`config.mk`:
```
export PLATFORM = sky130hd
export DESIGN_NAME = two_axis_jog_and_centering_sequencer_top_flat
export DESIGN_NICKNAME = d
export VERILOG_FILES = /design/src/tajcs_pkg.sv /design/src/tajcs_if.sv /design/src/tajcs_cfg.sv /design/src/tajcs_core.sv /design/src/two_axis_jog_and_centering_sequencer_top.sv /design/src/flat_wrapper.sv
export SDC_FILE = /design/constraint.sdc
export NUM_CORES = 1
export LEC_CHECK = 0
export BUFFER_PORTS_ARGS = -buffer_cell sky130_fd_sc_hd__buf_2
export CAP_MARGIN = 5
export CORE_MARGIN = 2
export CORE_UTILIZATION = 61
export CTS_CLUSTER_DIAMETER = 100
export DETAILED_ROUTE_END_ITERATION = 7
export PLACE_DENSITY = 0.85
export SETUP_SLACK_MARGIN = 0.5
export SYNTH_ARGS = -nofsm -noshare
export SYNTH_HDL_FRONTEND = slang
export SYNTH_SLANG_ARGS = --single-unit
```
`constraint.sdc`:
```
create_clock -name clk -period 4.2 [get_ports clk]
set_input_delay 0.21 -clock clk [delete_from_list [all_inputs] [get_ports clk]]
set_output_delay 0.21 -clock clk [all_outputs]
set_load 0.1 [all_outputs]
```
`src/tajcs_pkg.sv`:
```
package tajcs_pkg;

	localparam int SPAN_BITS_DEF = 16;
	localparam int OUT_SPAN_W = 16;
	localparam int BACKOFF_W = 8;
	localparam int CFG_IDX_W = 2;

	localparam logic [2:0] CMD_JOG_XP = 3'd0;
	localparam logic [2:0] CMD_JOG_XN = 3'd1;
	localparam logic [2:0] CMD_JOG_YP = 3'd2;
	localparam logic [2:0] CMD_JOG_YN = 3'd3;
	localparam logic [2:0] CMD_CENTER = 3'd4;

	localparam logic [CFG_IDX_W-1:0] CFG_JOG_BACKOFF = 2'd0;
	localparam logic [CFG_IDX_W-1:0] CFG_X_BACKOFF = 2'd1;
	localparam logic [CFG_IDX_W-1:0] CFG_Y_BACKOFF = 2'd2;

	localparam logic [BACKOFF_W-1:0] JOG_BACKOFF_RST = 8'd40;
	localparam logic [BACKOFF_W-1:0] X_BACKOFF_RST = 8'd40;
	localparam logic [BACKOFF_W-1:0] Y_BACKOFF_RST = 8'd80;

	typedef struct packed {
		logic       mode;
		logic [2:0] command;
		logic       limit_x_clear;
		logic       limit_y_clear;
	} item_t;

	typedef struct packed {
		logic                  step_x;
		logic                  step_y;
		logic                  dir_x;
		logic                  dir_y;
		logic                  busy_res;
		logic                  done_res;
		logic [OUT_SPAN_W-1:0] span_x;
		logic [OUT_SPAN_W-1:0] span_y;
	} res_t;

	typedef struct packed {
		logic [BACKOFF_W-1:0] jog_backoff;
		logic [BACKOFF_W-1:0] x_backoff;
		logic [BACKOFF_W-1:0] y_backoff;
	} cfg_t;

endpackage

```
`src/tajcs_if.sv`:
```
interface tajcs_item_if;
	logic       valid;
	logic       ready;
	logic       mode;
	logic [2:0] command;
	logic       limit_x_clear;
	logic       limit_y_clear;

	modport source (output valid, mode, command, limit_x_clear, limit_y_clear, input ready);
	modport sink (input valid, mode, command, limit_x_clear, limit_y_clear, output ready);
endinterface

interface tajcs_result_if;
	logic        valid;
	logic        ready;
	logic        step_x;
	logic        step_y;
	logic        dir_x;
	logic        dir_y;
	logic        busy_res;
	logic        done_res;
	logic [15:0] span_x;
	logic [15:0] span_y;

	modport source (output valid, step_x, step_y, dir_x, dir_y, busy_res, done_res,
		span_x, span_y, input ready);
	modport sink (input valid, step_x, step_y, dir_x, dir_y, busy_res, done_res,
		span_x, span_y, output ready);
endinterface

```
`src/tajcs_cfg.sv`:
```
module tajcs_cfg
	import tajcs_pkg::*;
(
	input  logic                 clk,
	input  logic                 arst_n,
	input  logic                 wr_en,
	input  logic [CFG_IDX_W-1:0] idx,
	input  logic [BACKOFF_W-1:0] data,
	output cfg_t                 cfg
);

	cfg_t cfg_q;

	always_ff @(posedge clk or negedge arst_n) begin
		if (!arst_n) begin
			cfg_q.jog_backoff <= JOG_BACKOFF_RST;
			cfg_q.x_backoff   <= X_BACKOFF_RST;
			cfg_q.y_backoff   <= Y_BACKOFF_RST;
		end else if (wr_en) begin
			case (idx)
				CFG_JOG_BACKOFF: cfg_q.jog_backoff <= data;
				CFG_X_BACKOFF:   cfg_q.x_backoff <= data;
				CFG_Y_BACKOFF:   cfg_q.y_backoff <= data;
				default: ;
			endcase
		end
	end

	assign cfg = cfg_q;

endmodule

```
`src/tajcs_core.sv`:
```
module tajcs_core
	import tajcs_pkg::*;
#(
	parameter int SPAN_BITS = SPAN_BITS_DEF
) (
	input  logic  clk,
	input  logic  arst_n,
	input  logic  adv,
	input  item_t item,
	input  cfg_t  cfg,
	output res_t  res
);

	localparam int CW = SPAN_BITS - 1;
	localparam logic [SPAN_BITS-1:0] SPAN_MAX = '1;

	typedef enum logic [3:0] {
		PH_IDLE      = 4'd0,
		PH_JOG_STEP  = 4'd1,
		PH_JOG_CHECK = 4'd2,
		PH_JOG_BACK  = 4'd3,
		PH_SEEK_XP   = 4'd4,
		PH_BACK_XP   = 4'd5,
		PH_SEEK_XN   = 4'd6,
		PH_BACK_XN   = 4'd7,
		PH_SEEK_YP   = 4'd8,
		PH_BACK_YP   = 4'd9,
		PH_SEEK_YN   = 4'd10,
		PH_BACK_YN   = 4'd11,
		PH_MID_X     = 4'd12,
		PH_MID_Y     = 4'd13
	} phase_t;

	phase_t               phase_q, ph_n;
	logic [1:0]           jad_q, jad_n;
	logic [BACKOFF_W-1:0] back_q, back_n;
	logic [SPAN_BITS-1:0] tx_q, tx_n, ty_q, ty_n;
	logic [CW-1:0]        cc_q, cc_n;
	logic                 dirx_q, dirx_n, diry_q, diry_n;
	logic                 stx, sty, done, ent;
	logic                 axis, plus, clr;
	logic [31:0]          tx_ext, ty_ext;

	always_comb begin
		ph_n   = phase_q;
		jad_n  = jad_q;
		back_n = back_q;
		tx_n   = tx_q;
		ty_n   = ty_q;
		cc_n   = cc_q;
		dirx_n = dirx_q;
		diry_n = diry_q;
		stx    = 1'b0;
		sty    = 1'b0;
		done   = 1'b0;
		ent    = 1'b0;
		axis   = jad_q[1];
		plus   = ~jad_q[0];
		clr    = axis ? item.limit_y_clear : item.limit_x_clear;

		if (item.mode) begin
			if (phase_q == PH_IDLE) begin
				if (item.command == CMD_JOG_XP || item.command == CMD_JOG_XN ||
					item.command == CMD_JOG_YP || item.command == CMD_JOG_YN) begin
					jad_n = item.command[1:0];
					ph_n  = PH_JOG_STEP;
				end else if (item.command == CMD_CENTER) begin
					ph_n = PH_SEEK_XP;
				end
			end
		end else begin
			case (phase_q)
				PH_IDLE: ;
				PH_JOG_STEP: begin
					if (!axis) begin
						stx = 1'b1; dirx_n = plus;
					end else begin
						sty = 1'b1; diry_n = plus;
					end
					ph_n = PH_JOG_CHECK;
				end
				PH_JOG_CHECK: begin
					ent  = 1'b1;
					ph_n = clr ? PH_IDLE : PH_JOG_BACK;
				end
				PH_JOG_BACK: begin
					if (!axis) begin
						stx = 1'b1; dirx_n = ~plus;
					end else begin
						sty = 1'b1; diry_n = ~plus;
					end
					back_n = back_q - 1'b1;
					if (back_n == '0) begin
						ent = 1'b1; ph_n = PH_IDLE;
					end
				end
				PH_SEEK_XP: begin
					if (item.limit_x_clear) begin
						stx = 1'b1; dirx_n = 1'b1;
					end else begin
						ent = 1'b1; ph_n = PH_BACK_XP;
					end
				end
				PH_BACK_XP: begin
					stx = 1'b1; dirx_n = 1'b0;
					back_n = back_q - 1'b1;
					if (back_n == '0) begin
						ent = 1'b1; ph_n = PH_SEEK_XN;
					end
				end
				PH_SEEK_XN: begin
					if (item.limit_x_clear) begin
						stx = 1'b1; dirx_n = 1'b0;
						if (tx_q != SPAN_MAX) tx_n = tx_q + 1'b1;
					end else begin
						ent = 1'b1; ph_n = PH_BACK_XN;
					end
				end
				PH_BACK_XN: begin
					stx = 1'b1; dirx_n = 1'b1;
					back_n = back_q - 1'b1;
					if (back_n == '0) begin
						ent = 1'b1; ph_n = PH_SEEK_YP;
					end
				end
				PH_SEEK_YP: begin
					if (item.limit_y_clear) begin
						sty = 1'b1; diry_n = 1'b1;
					end else begin
						ent = 1'b1; ph_n = PH_BACK_YP;
					end
				end
				PH_BACK_YP: begin
					sty = 1'b1; diry_n = 1'b0;
					back_n = back_q - 1'b1;
					if (back_n == '0) begin
						ent = 1'b1; ph_n = PH_SEEK_YN;
					end
				end
				PH_SEEK_YN: begin
					if (item.limit_y_clear) begin
						sty = 1'b1; diry_n = 1'b0;
						if (ty_q != SPAN_MAX) ty_n = ty_q + 1'b1;
					end else begin
						ent = 1'b1; ph_n = PH_BACK_YN;
					end
				end
				PH_BACK_YN: begin
					sty = 1'b1; diry_n = 1'b1;
					back_n = back_q - 1'b1;
					if (back_n == '0) begin
						ent = 1'b1; ph_n = PH_MID_X;
					end
				end
				PH_MID_X: begin
					stx = 1'b1; dirx_n = 1'b1;
					cc_n = cc_q - 1'b1;
					if (cc_n == '0) begin
						ent = 1'b1; ph_n = PH_MID_Y;
					end
				end
				PH_MID_Y: begin
					sty = 1'b1; diry_n = 1'b1;
					cc_n = cc_q - 1'b1;
					if (cc_n == '0) begin
						ent = 1'b1; ph_n = PH_IDLE;
					end
				end
				default: ph_n = PH_IDLE;
			endcase
		end

		// resolve phase entry, skipping empty moves in chain order
		if (ent && ph_n == PH_JOG_BACK) begin
			back_n = cfg.jog_backoff;
			if (back_n == '0) ph_n = PH_IDLE;
		end
		if (ent && ph_n == PH_BACK_XP) begin
			back_n = cfg.x_backoff;
			if (back_n == '0) ph_n = PH_SEEK_XN;
		end
		if (ent && ph_n == PH_SEEK_XN) tx_n = '0;
		if (ent && ph_n == PH_BACK_XN) begin
			back_n = cfg.x_backoff;
			if (back_n == '0) ph_n = PH_SEEK_YP;
		end
		if (ent && ph_n == PH_BACK_YP) begin
			back_n = cfg.y_backoff;
			if (back_n == '0) ph_n = PH_SEEK_YN;
		end
		if (ent && ph_n == PH_SEEK_YN) ty_n = '0;
		if (ent && ph_n == PH_BACK_YN) begin
			back_n = cfg.y_backoff;
			if (back_n == '0) ph_n = PH_MID_X;
		end
		if (ent && ph_n == PH_MID_X) begin
			cc_n = tx_n[SPAN_BITS-1:1];
			if (cc_n == '0) ph_n = PH_MID_Y;
		end
		if (ent && ph_n == PH_MID_Y) begin
			cc_n = ty_n[SPAN_BITS-1:1];
			if (cc_n == '0) ph_n = PH_IDLE;
		end
		if (ent && ph_n == PH_IDLE) done = 1'b1;
	end

	always_ff @(posedge clk or negedge arst_n) begin
		if (!arst_n) begin
			phase_q <= PH_IDLE;
			jad_q   <= '0;
			back_q  <= '0;
			tx_q    <= '0;
			ty_q    <= '0;
			cc_q    <= '0;
			dirx_q  <= 1'b0;
			diry_q  <= 1'b0;
		end else if (adv) begin
			phase_q <= ph_n;
			jad_q   <= jad_n;
			back_q  <= back_n;
			tx_q    <= tx_n;
			ty_q    <= ty_n;
			cc_q    <= cc_n;
			dirx_q  <= dirx_n;
			diry_q  <= diry_n;
		end
	end

	assign tx_ext = 32'(tx_n);
	assign ty_ext = 32'(ty_n);

	always_comb begin
		res.step_x   = stx;
		res.step_y   = sty;
		res.dir_x    = dirx_n;
		res.dir_y    = diry_n;
		res.busy_res = (ph_n != PH_IDLE);
		res.done_res = done;
		res.span_x   = tx_ext[OUT_SPAN_W-1:0];
		res.span_y   = ty_ext[OUT_SPAN_W-1:0];
	end

endmodule

```
`src/two_axis_jog_and_centering_sequencer_top.sv`:
```
// Two-axis jog and centering step sequencer.
// item channel: each transaction is either a command (mode 1) or a step tick
// (mode 0) carrying both limit switch levels. A command is taken only while
// idle and is dropped while a sequence runs. Each tick yields at most one step
// per axis plus the held direction levels.
// result channel: exactly one transaction per item transaction: step pulses,
// direction levels, busy/done flags and the last counted X and Y spans.
// cfg port: write jog, X and Y backoff step counts while idle.
// Throughput: one item per cycle while the receiver takes results. Each item passes
// an input register and then a result register before its result is offered.
// The whole per-item update is one pass of the sequencer logic between those
// two registers.
// Reset: sequencer idle, counters, spans and direction levels zero, backoff
// counts back to 40 / 40 / 80. No items are lost or repeated at reset exit.
// Receiver stall: the result register holds its transaction; one more item
// may sit in the input register, then ready drops until the result is taken.
module two_axis_jog_and_centering_sequencer_top
	import tajcs_pkg::*;
#(
	parameter int SPAN_BITS = SPAN_BITS_DEF
) (
	input  logic                 clk,
	input  logic                 arst_n,
	tajcs_item_if.sink           item,
	tajcs_result_if.source       result,
	input  logic                 cfg_wr_en,
	input  logic [CFG_IDX_W-1:0] cfg_idx,
	input  logic [BACKOFF_W-1:0] cfg_data
);

	cfg_t  cfg;
	item_t item_s1;
	logic  vld_s1;
	res_t  res, res_s2;
	logic  vld_s2;
	logic  adv;

	tajcs_cfg u_cfg (
		.clk    (clk),
		.arst_n (arst_n),
		.wr_en  (cfg_wr_en),
		.idx    (cfg_idx),
		.data   (cfg_data),
		.cfg    (cfg)
	);

	tajcs_core #(.SPAN_BITS(SPAN_BITS)) u_core (
		.clk    (clk),
		.arst_n (arst_n),
		.adv    (adv),
		.item   (item_s1),
		.cfg    (cfg),
		.res    (res)
	);

	assign adv        = vld_s1 && (!vld_s2 || result.ready);
	assign item.ready = !vld_s1 || adv;

	always_ff @(posedge clk or negedge arst_n) begin
		if (!arst_n) begin
			vld_s1 <= 1'b0;
		end else if (item.valid && item.ready) begin
			vld_s1 <= 1'b1;
		end else if (adv) begin
			vld_s1 <= 1'b0;
		end
	end

	always_ff @(posedge clk) begin
		if (item.valid && item.ready) begin
			item_s1.mode          <= item.mode;
			item_s1.command       <= item.command;
			item_s1.limit_x_clear <= item.limit_x_clear;
			item_s1.limit_y_clear <= item.limit_y_clear;
		end
	end

	always_ff @(posedge clk or negedge arst_n) begin
		if (!arst_n) begin
			vld_s2 <= 1'b0;
		end else if (adv) begin
			vld_s2 <= 1'b1;
		end else if (result.ready) begin
			vld_s2 <= 1'b0;
		end
	end

	always_ff @(posedge clk) begin
		if (adv) res_s2 <= res;
	end

	assign result.valid    = vld_s2;
	assign result.step_x   = res_s2.step_x;
	assign result.step_y   = res_s2.step_y;
	assign result.dir_x    = res_s2.dir_x;
	assign result.dir_y    = res_s2.dir_y;
	assign result.busy_res = res_s2.busy_res;
	assign result.done_res = res_s2.done_res;
	assign result.span_x   = res_s2.span_x;
	assign result.span_y   = res_s2.span_y;

endmodule
```
`src/flat_wrapper.sv`:
```
// flat-port wrapper written by rule: the top's interface ports become plain ports
module two_axis_jog_and_centering_sequencer_top_flat import tajcs_pkg::*;
#(
	parameter int SPAN_BITS = SPAN_BITS_DEF
)
  (clk, arst_n, cfg_wr_en, cfg_idx, cfg_data, item_valid, item_mode, item_command, item_limit_x_clear, item_limit_y_clear, item_ready, result_valid, result_step_x, result_step_y, result_dir_x, result_dir_y, result_busy_res, result_done_res, result_span_x, result_span_y, result_ready);
  tajcs_item_if item_i ();
  tajcs_result_if result_i ();
  input  logic clk;
  input  logic arst_n;
  input  logic cfg_wr_en;
  input  logic [CFG_IDX_W-1:0] cfg_idx;
  input  logic [BACKOFF_W-1:0] cfg_data;
  input wire logic [$bits(item_i.valid)-1:0] item_valid;
  input wire logic [$bits(item_i.mode)-1:0] item_mode;
  input wire logic [$bits(item_i.command)-1:0] item_command;
  input wire logic [$bits(item_i.limit_x_clear)-1:0] item_limit_x_clear;
  input wire logic [$bits(item_i.limit_y_clear)-1:0] item_limit_y_clear;
  output wire logic [$bits(item_i.ready)-1:0] item_ready;
  output wire logic [$bits(result_i.valid)-1:0] result_valid;
  output wire logic [$bits(result_i.step_x)-1:0] result_step_x;
  output wire logic [$bits(result_i.step_y)-1:0] result_step_y;
  output wire logic [$bits(result_i.dir_x)-1:0] result_dir_x;
  output wire logic [$bits(result_i.dir_y)-1:0] result_dir_y;
  output wire logic [$bits(result_i.busy_res)-1:0] result_busy_res;
  output wire logic [$bits(result_i.done_res)-1:0] result_done_res;
  output wire logic [$bits(result_i.span_x)-1:0] result_span_x;
  output wire logic [$bits(result_i.span_y)-1:0] result_span_y;
  input wire logic [$bits(result_i.ready)-1:0] result_ready;
  assign item_i.valid = item_valid;
  assign item_i.mode = item_mode;
  assign item_i.command = item_command;
  assign item_i.limit_x_clear = item_limit_x_clear;
  assign item_i.limit_y_clear = item_limit_y_clear;
  assign item_ready = item_i.ready;
  assign result_valid = result_i.valid;
  assign result_step_x = result_i.step_x;
  assign result_step_y = result_i.step_y;
  assign result_dir_x = result_i.dir_x;
  assign result_dir_y = result_i.dir_y;
  assign result_busy_res = result_i.busy_res;
  assign result_done_res = result_i.done_res;
  assign result_span_x = result_i.span_x;
  assign result_span_y = result_i.span_y;
  assign result_i.ready = result_ready;
  two_axis_jog_and_centering_sequencer_top #(.SPAN_BITS(SPAN_BITS)) u_core (.clk(clk), .arst_n(arst_n), .item(item_i), .result(result_i), .cfg_wr_en(cfg_wr_en), .cfg_idx(cfg_idx), .cfg_data(cfg_data));
endmodule
```
==> qor.csv <==
metric,value,unit
hp-start,cfg_data[1],
syn_area,0.008174,mm2
seq_power_share,34.1,%
async_flop_share,66.92,%
power.density,467.3,mW/mm2
switchingPower,1.784,mW
yosys_most_used_dff,dfrtp_1,
start_util,61.97,%
endpoint_kind,register,
register_area,0.003561,mm2
synth_edf_count,44,
insertion_delay,0.43,ns
vdd_drop_max,0.0003309,V
setup-tns-final,0,ns
p_leak,4.343,nW
fin_util,79.94,%
design_area,0.01054,mm2
ys_seq_area_share,43.50,%
path_max_fanout,7,
rsz0062_at_grt,true,
r2r_setup_slack,0.17,ns
startpoint_type,register,
dp.cells,1096,
dr.pass1.iters,6,
status,"complete, no violations",
clkPwrFrac,30.3,%
antennaDiodeCount,0,
grt_pass1_vias,6977,
finalNonFillerCells,1192,
hp-class,input pin to register,
postSynthAreaPerCell,9.353,um2
cap_violations,0,
holdPathEnd,u_core.u_cfg.cfg[17],
cts_tree,done,
criticalPathCategory,register to register,
core,0.01319,mm2
fin_skew,0.008065,ns
r2r_start,u_core.u_core.cc_q[1],
placed_cell_area,0.008811,mm2
totalWireLength,24800,um
post-dp-hpwl,14160,um
swShare,36.21,%
reg2reg_to,u_core.u_core.cc_q[7],
die_y,119.8,um
power_frac_comb,35.6,%
fin_crit_sh,96.07,%
drive_gt1_share,34.45,%
cp.arrival,4.34,ns
antenna_left,0,
drtIter0Drc,977,
cts_max_level,4,
holdPathStages,2,
globalRouteTotalUtil,30.76,%
grt_max_degree,49,
clk_pin_slew,0.06,ns
slew_viol_final,0,
rr_worst_depth,19,
root_buffer,clkbuf_16,
gp_congestion,0.9833,
worst_pin_slew,0.7957,ns
rows,42,
setup_viol_count_final,0,
nNetsFinal,1030,
ys_warn_count,0,
avgRoutedWirePerCell,20.81,um
syn_inst,874,
vias,7811,
multi_input_area,0.004863,mm2
maxSlewHeadroom,46.77,%
die_x,119.8,um
worstPathRequired,4.50,ns
total_power,4.927,mW
syn_nets,901,
ys_ff_latch,133,
fill_cells,742,
final-hold-violation-count,0,
grt_pass1_wl,34820,um
min_period,4.035,ns
cts_buffers,17,
dieArea,0.01434,mm2
antenna_found_initial,0,
numClockSinks,133,
p_int,3.143,mW
ios,61,
viasPerCell,6.553,
cts_max_path_buffers,2,
overflow,0,
area_delta_synth_final,28.99,%
io_buffers,60,
drc,0,
max_freq,247.8,MHz
synth_cell_types,87,
## flip-flops by register name, indices dropped and copies added, names as in the netlist
| register | flops |
|---|---|
| u_core.result.span_y | 16 |
| u_core.result.done_res | 1 |
| u_core.result.dir_x | 1 |
| u_core.result.span_x | 16 |
| u_core.u_core.dirx_q | 1 |
| u_core.u_cfg.cfg | 24 |
| u_core.u_core.ty_q | 16 |
| u_core.result.dir_y | 1 |
| u_core.item_s1 | 6 |
| u_core.u_core.diry_q | 1 |
| u_core.u_core.tx_q | 16 |
| u_core.result.step_x | 1 |
| u_core.u_core.jad_q | 2 |
| u_core.result.step_y | 1 |
| u_core.result.valid | 1 |
| u_core.u_core.cc_q | 15 |
| u_core.vld_s1 | 1 |
| u_core.result.busy_res | 1 |
| u_core.u_core.phase_q | 4 |
| u_core.u_core.back_q | 8 |
## area by class of cell
class                   count  area share (%)
multi-input cells         666           46.13
flip-flops and latches    133           33.77
repair buffers            158           11.37
clock buffers              23           4.830
well taps                 176           2.089
inverters                  27          0.9612
clock inverters             9          0.8544
## cell usage in the layout, fill, tap and decap left out, types with 6 or more instances in the layout
master,n
or3_1,10
nor3_1,20
nand3_1,28
mux2_2,31
dlygate4sd3_1,8
nand2_1,87
buf_2,59
and3_1,12
o22ai_1,7
dfrtp_1,79
dfstp_2,6
o21ai_2,8
o21a_1,6
o31ai_1,21
nand4_1,14
edfxtp_1,44
inv_1,19
clkbuf_16,19
mux2i_1,16
o21ai_1,17
nor2_1,79
inv_2,8
mux2_4,15
buf_4,70
nand2b_1,14
nor4_1,9
xor2_1,13
o21ai_0,40
buf_6,12
xnor2_1,21
a21oi_1,27
nor2b_1,7
nand3b_1,7
## metrics by stage
| step | hold slack, ns | worst slack, ns |
|---|---|---|
| after floorplan | -0.08559 | 0.5457 |
| after global placement | 0.2730 | 0.08065 |
| after detailed placement | 0.2725 | 0.03532 |
| after CTS | 0.03361 | 0.4640 |
| after global routing | 0.03863 | 0.006191 |
| final | 0.03936 | 0.1652 |
## synth_stat cells, drive strengths merged (8+ instances only)
| master | instances | share of area [%] |
|---|---|---|
| a21oi | 31 | 2.1 |
| or4 | 9 | 0.83 |
| o31ai | 25 | 2.3 |
| inv | 27 | 1.2 |
| or2 | 10 | 0.77 |
| nor2 | 87 | 4.0 |
| nor3 | 26 | 1.9 |
| mux2 | 46 | 6.9 |
| nand3b | 8 | 0.89 |
| o22ai | 9 | 0.69 |
| xnor2 | 21 | 2.3 |
| o21a | 8 | 0.73 |
| and3 | 14 | 1.1 |
| dfrtp | 83 | 25 |
| mux2i | 19 | 2.5 |
| clkbuf | 33 | 1.5 |
| nand3 | 28 | 1.7 |
| or3 | 14 | 1.1 |
| nor4 | 12 | 0.92 |
| o21ai | 68 | 4.3 |
| nand4 | 14 | 1.1 |
| edfxtp | 44 | 16 |
| nand2 | 92 | 4.3 |
| nand2b | 20 | 1.5 |
| buf | 17 | 1.1 |
| xor2 | 13 | 1.4 |
## cells by family after synthesis
| family | Yosys count | share of synthesized area, % |
|---|---|---|
| xor+xnor | 34 | 3.643 |
| simple gates | 363 | 22.81 |
| buf+inv | 77 | 3.888 |
| flops | 133 | 43.50 |
| mux | 65 | 9.414 |
| compound gates | 196 | 15.83 |
| fa+ha+maj | 6 | 0.9184 |
## metal layers
metal	up-vias	wire, um	track usage, %	part of all wire (%)
met5	-	0	0	0
met2	500	11950	48.93	48
li1	3452	-	-	-
met1	3702	9253	39.91	37
met3	157	2018	6.131	8.1
met4	0	1576	16.25	6.4
## critical path, stage by stage, from the launching register on
cell and delay (ns):
dfrtp_1 0.43, inv_2 0.10, ha_4 0.15, or4b_4 0.47, buf_6 0.16, nor4_4 0.31
a211oi_4 0.09, nand4_1 0.16, buf_4 0.15, a31oi_4 0.10, buf_4 0.19, o21ai_4 0.23
nand4_1 0.28, o21a_4 0.31, a21boi_2 0.18, buf_6 0.16, buf_4 0.13, o21ai_0 0.10
nand2_1 0.10, o211ai_1 0.09
## worst max-delay path by stage
| stage | from | endpoint | slack (ns) | cells after the start |
|---|---|---|---|---|
| finish | u_core.u_core.cc_q[1] | u_core.u_core.cc_q[7] | 0.17 | 19 |
| global placement | u_core.u_core.back_q[0] | u_core.u_core.cc_q[2] | 0.08 | 14 |
| global route | u_core.u_core.cc_q[1] | u_core.u_core.cc_q[7] | 0.006 | 19 |
| floorplan | u_core.u_core.cc_q[1] | u_core.u_core.back_q[3] | 0.55 | 15 |
| CTS | u_core.u_core.back_q[0] | u_core.u_core.back_q[5] | 0.46 | 12 |
| detailed placement | u_core.u_core.back_q[0] | u_core.u_core.cc_q[4] | 0.04 | 14 |
## power by group through the flow
stage               clock [mW]  combinational (mW)  sequential [mW]
detailed placement           0                1.38             1.69
floorplan                    0               0.896             1.87
global placement             0                1.36             1.68
CTS                       1.50                1.56             1.67
global route              1.57                1.85             1.70
finish                    1.49                1.75             1.68
## repair_timing
item / CTS / global route
hold buffers: 8 / 0
resized for setup: 43 / 105
gates cloned: 1 / 3
hold endpoints to repair: 48 / 0
pin swaps: 17 / 27
setup buffers: 23 / 29
setup endpoints to repair: 53 / 50
Power figures use the tool's default switching activity.
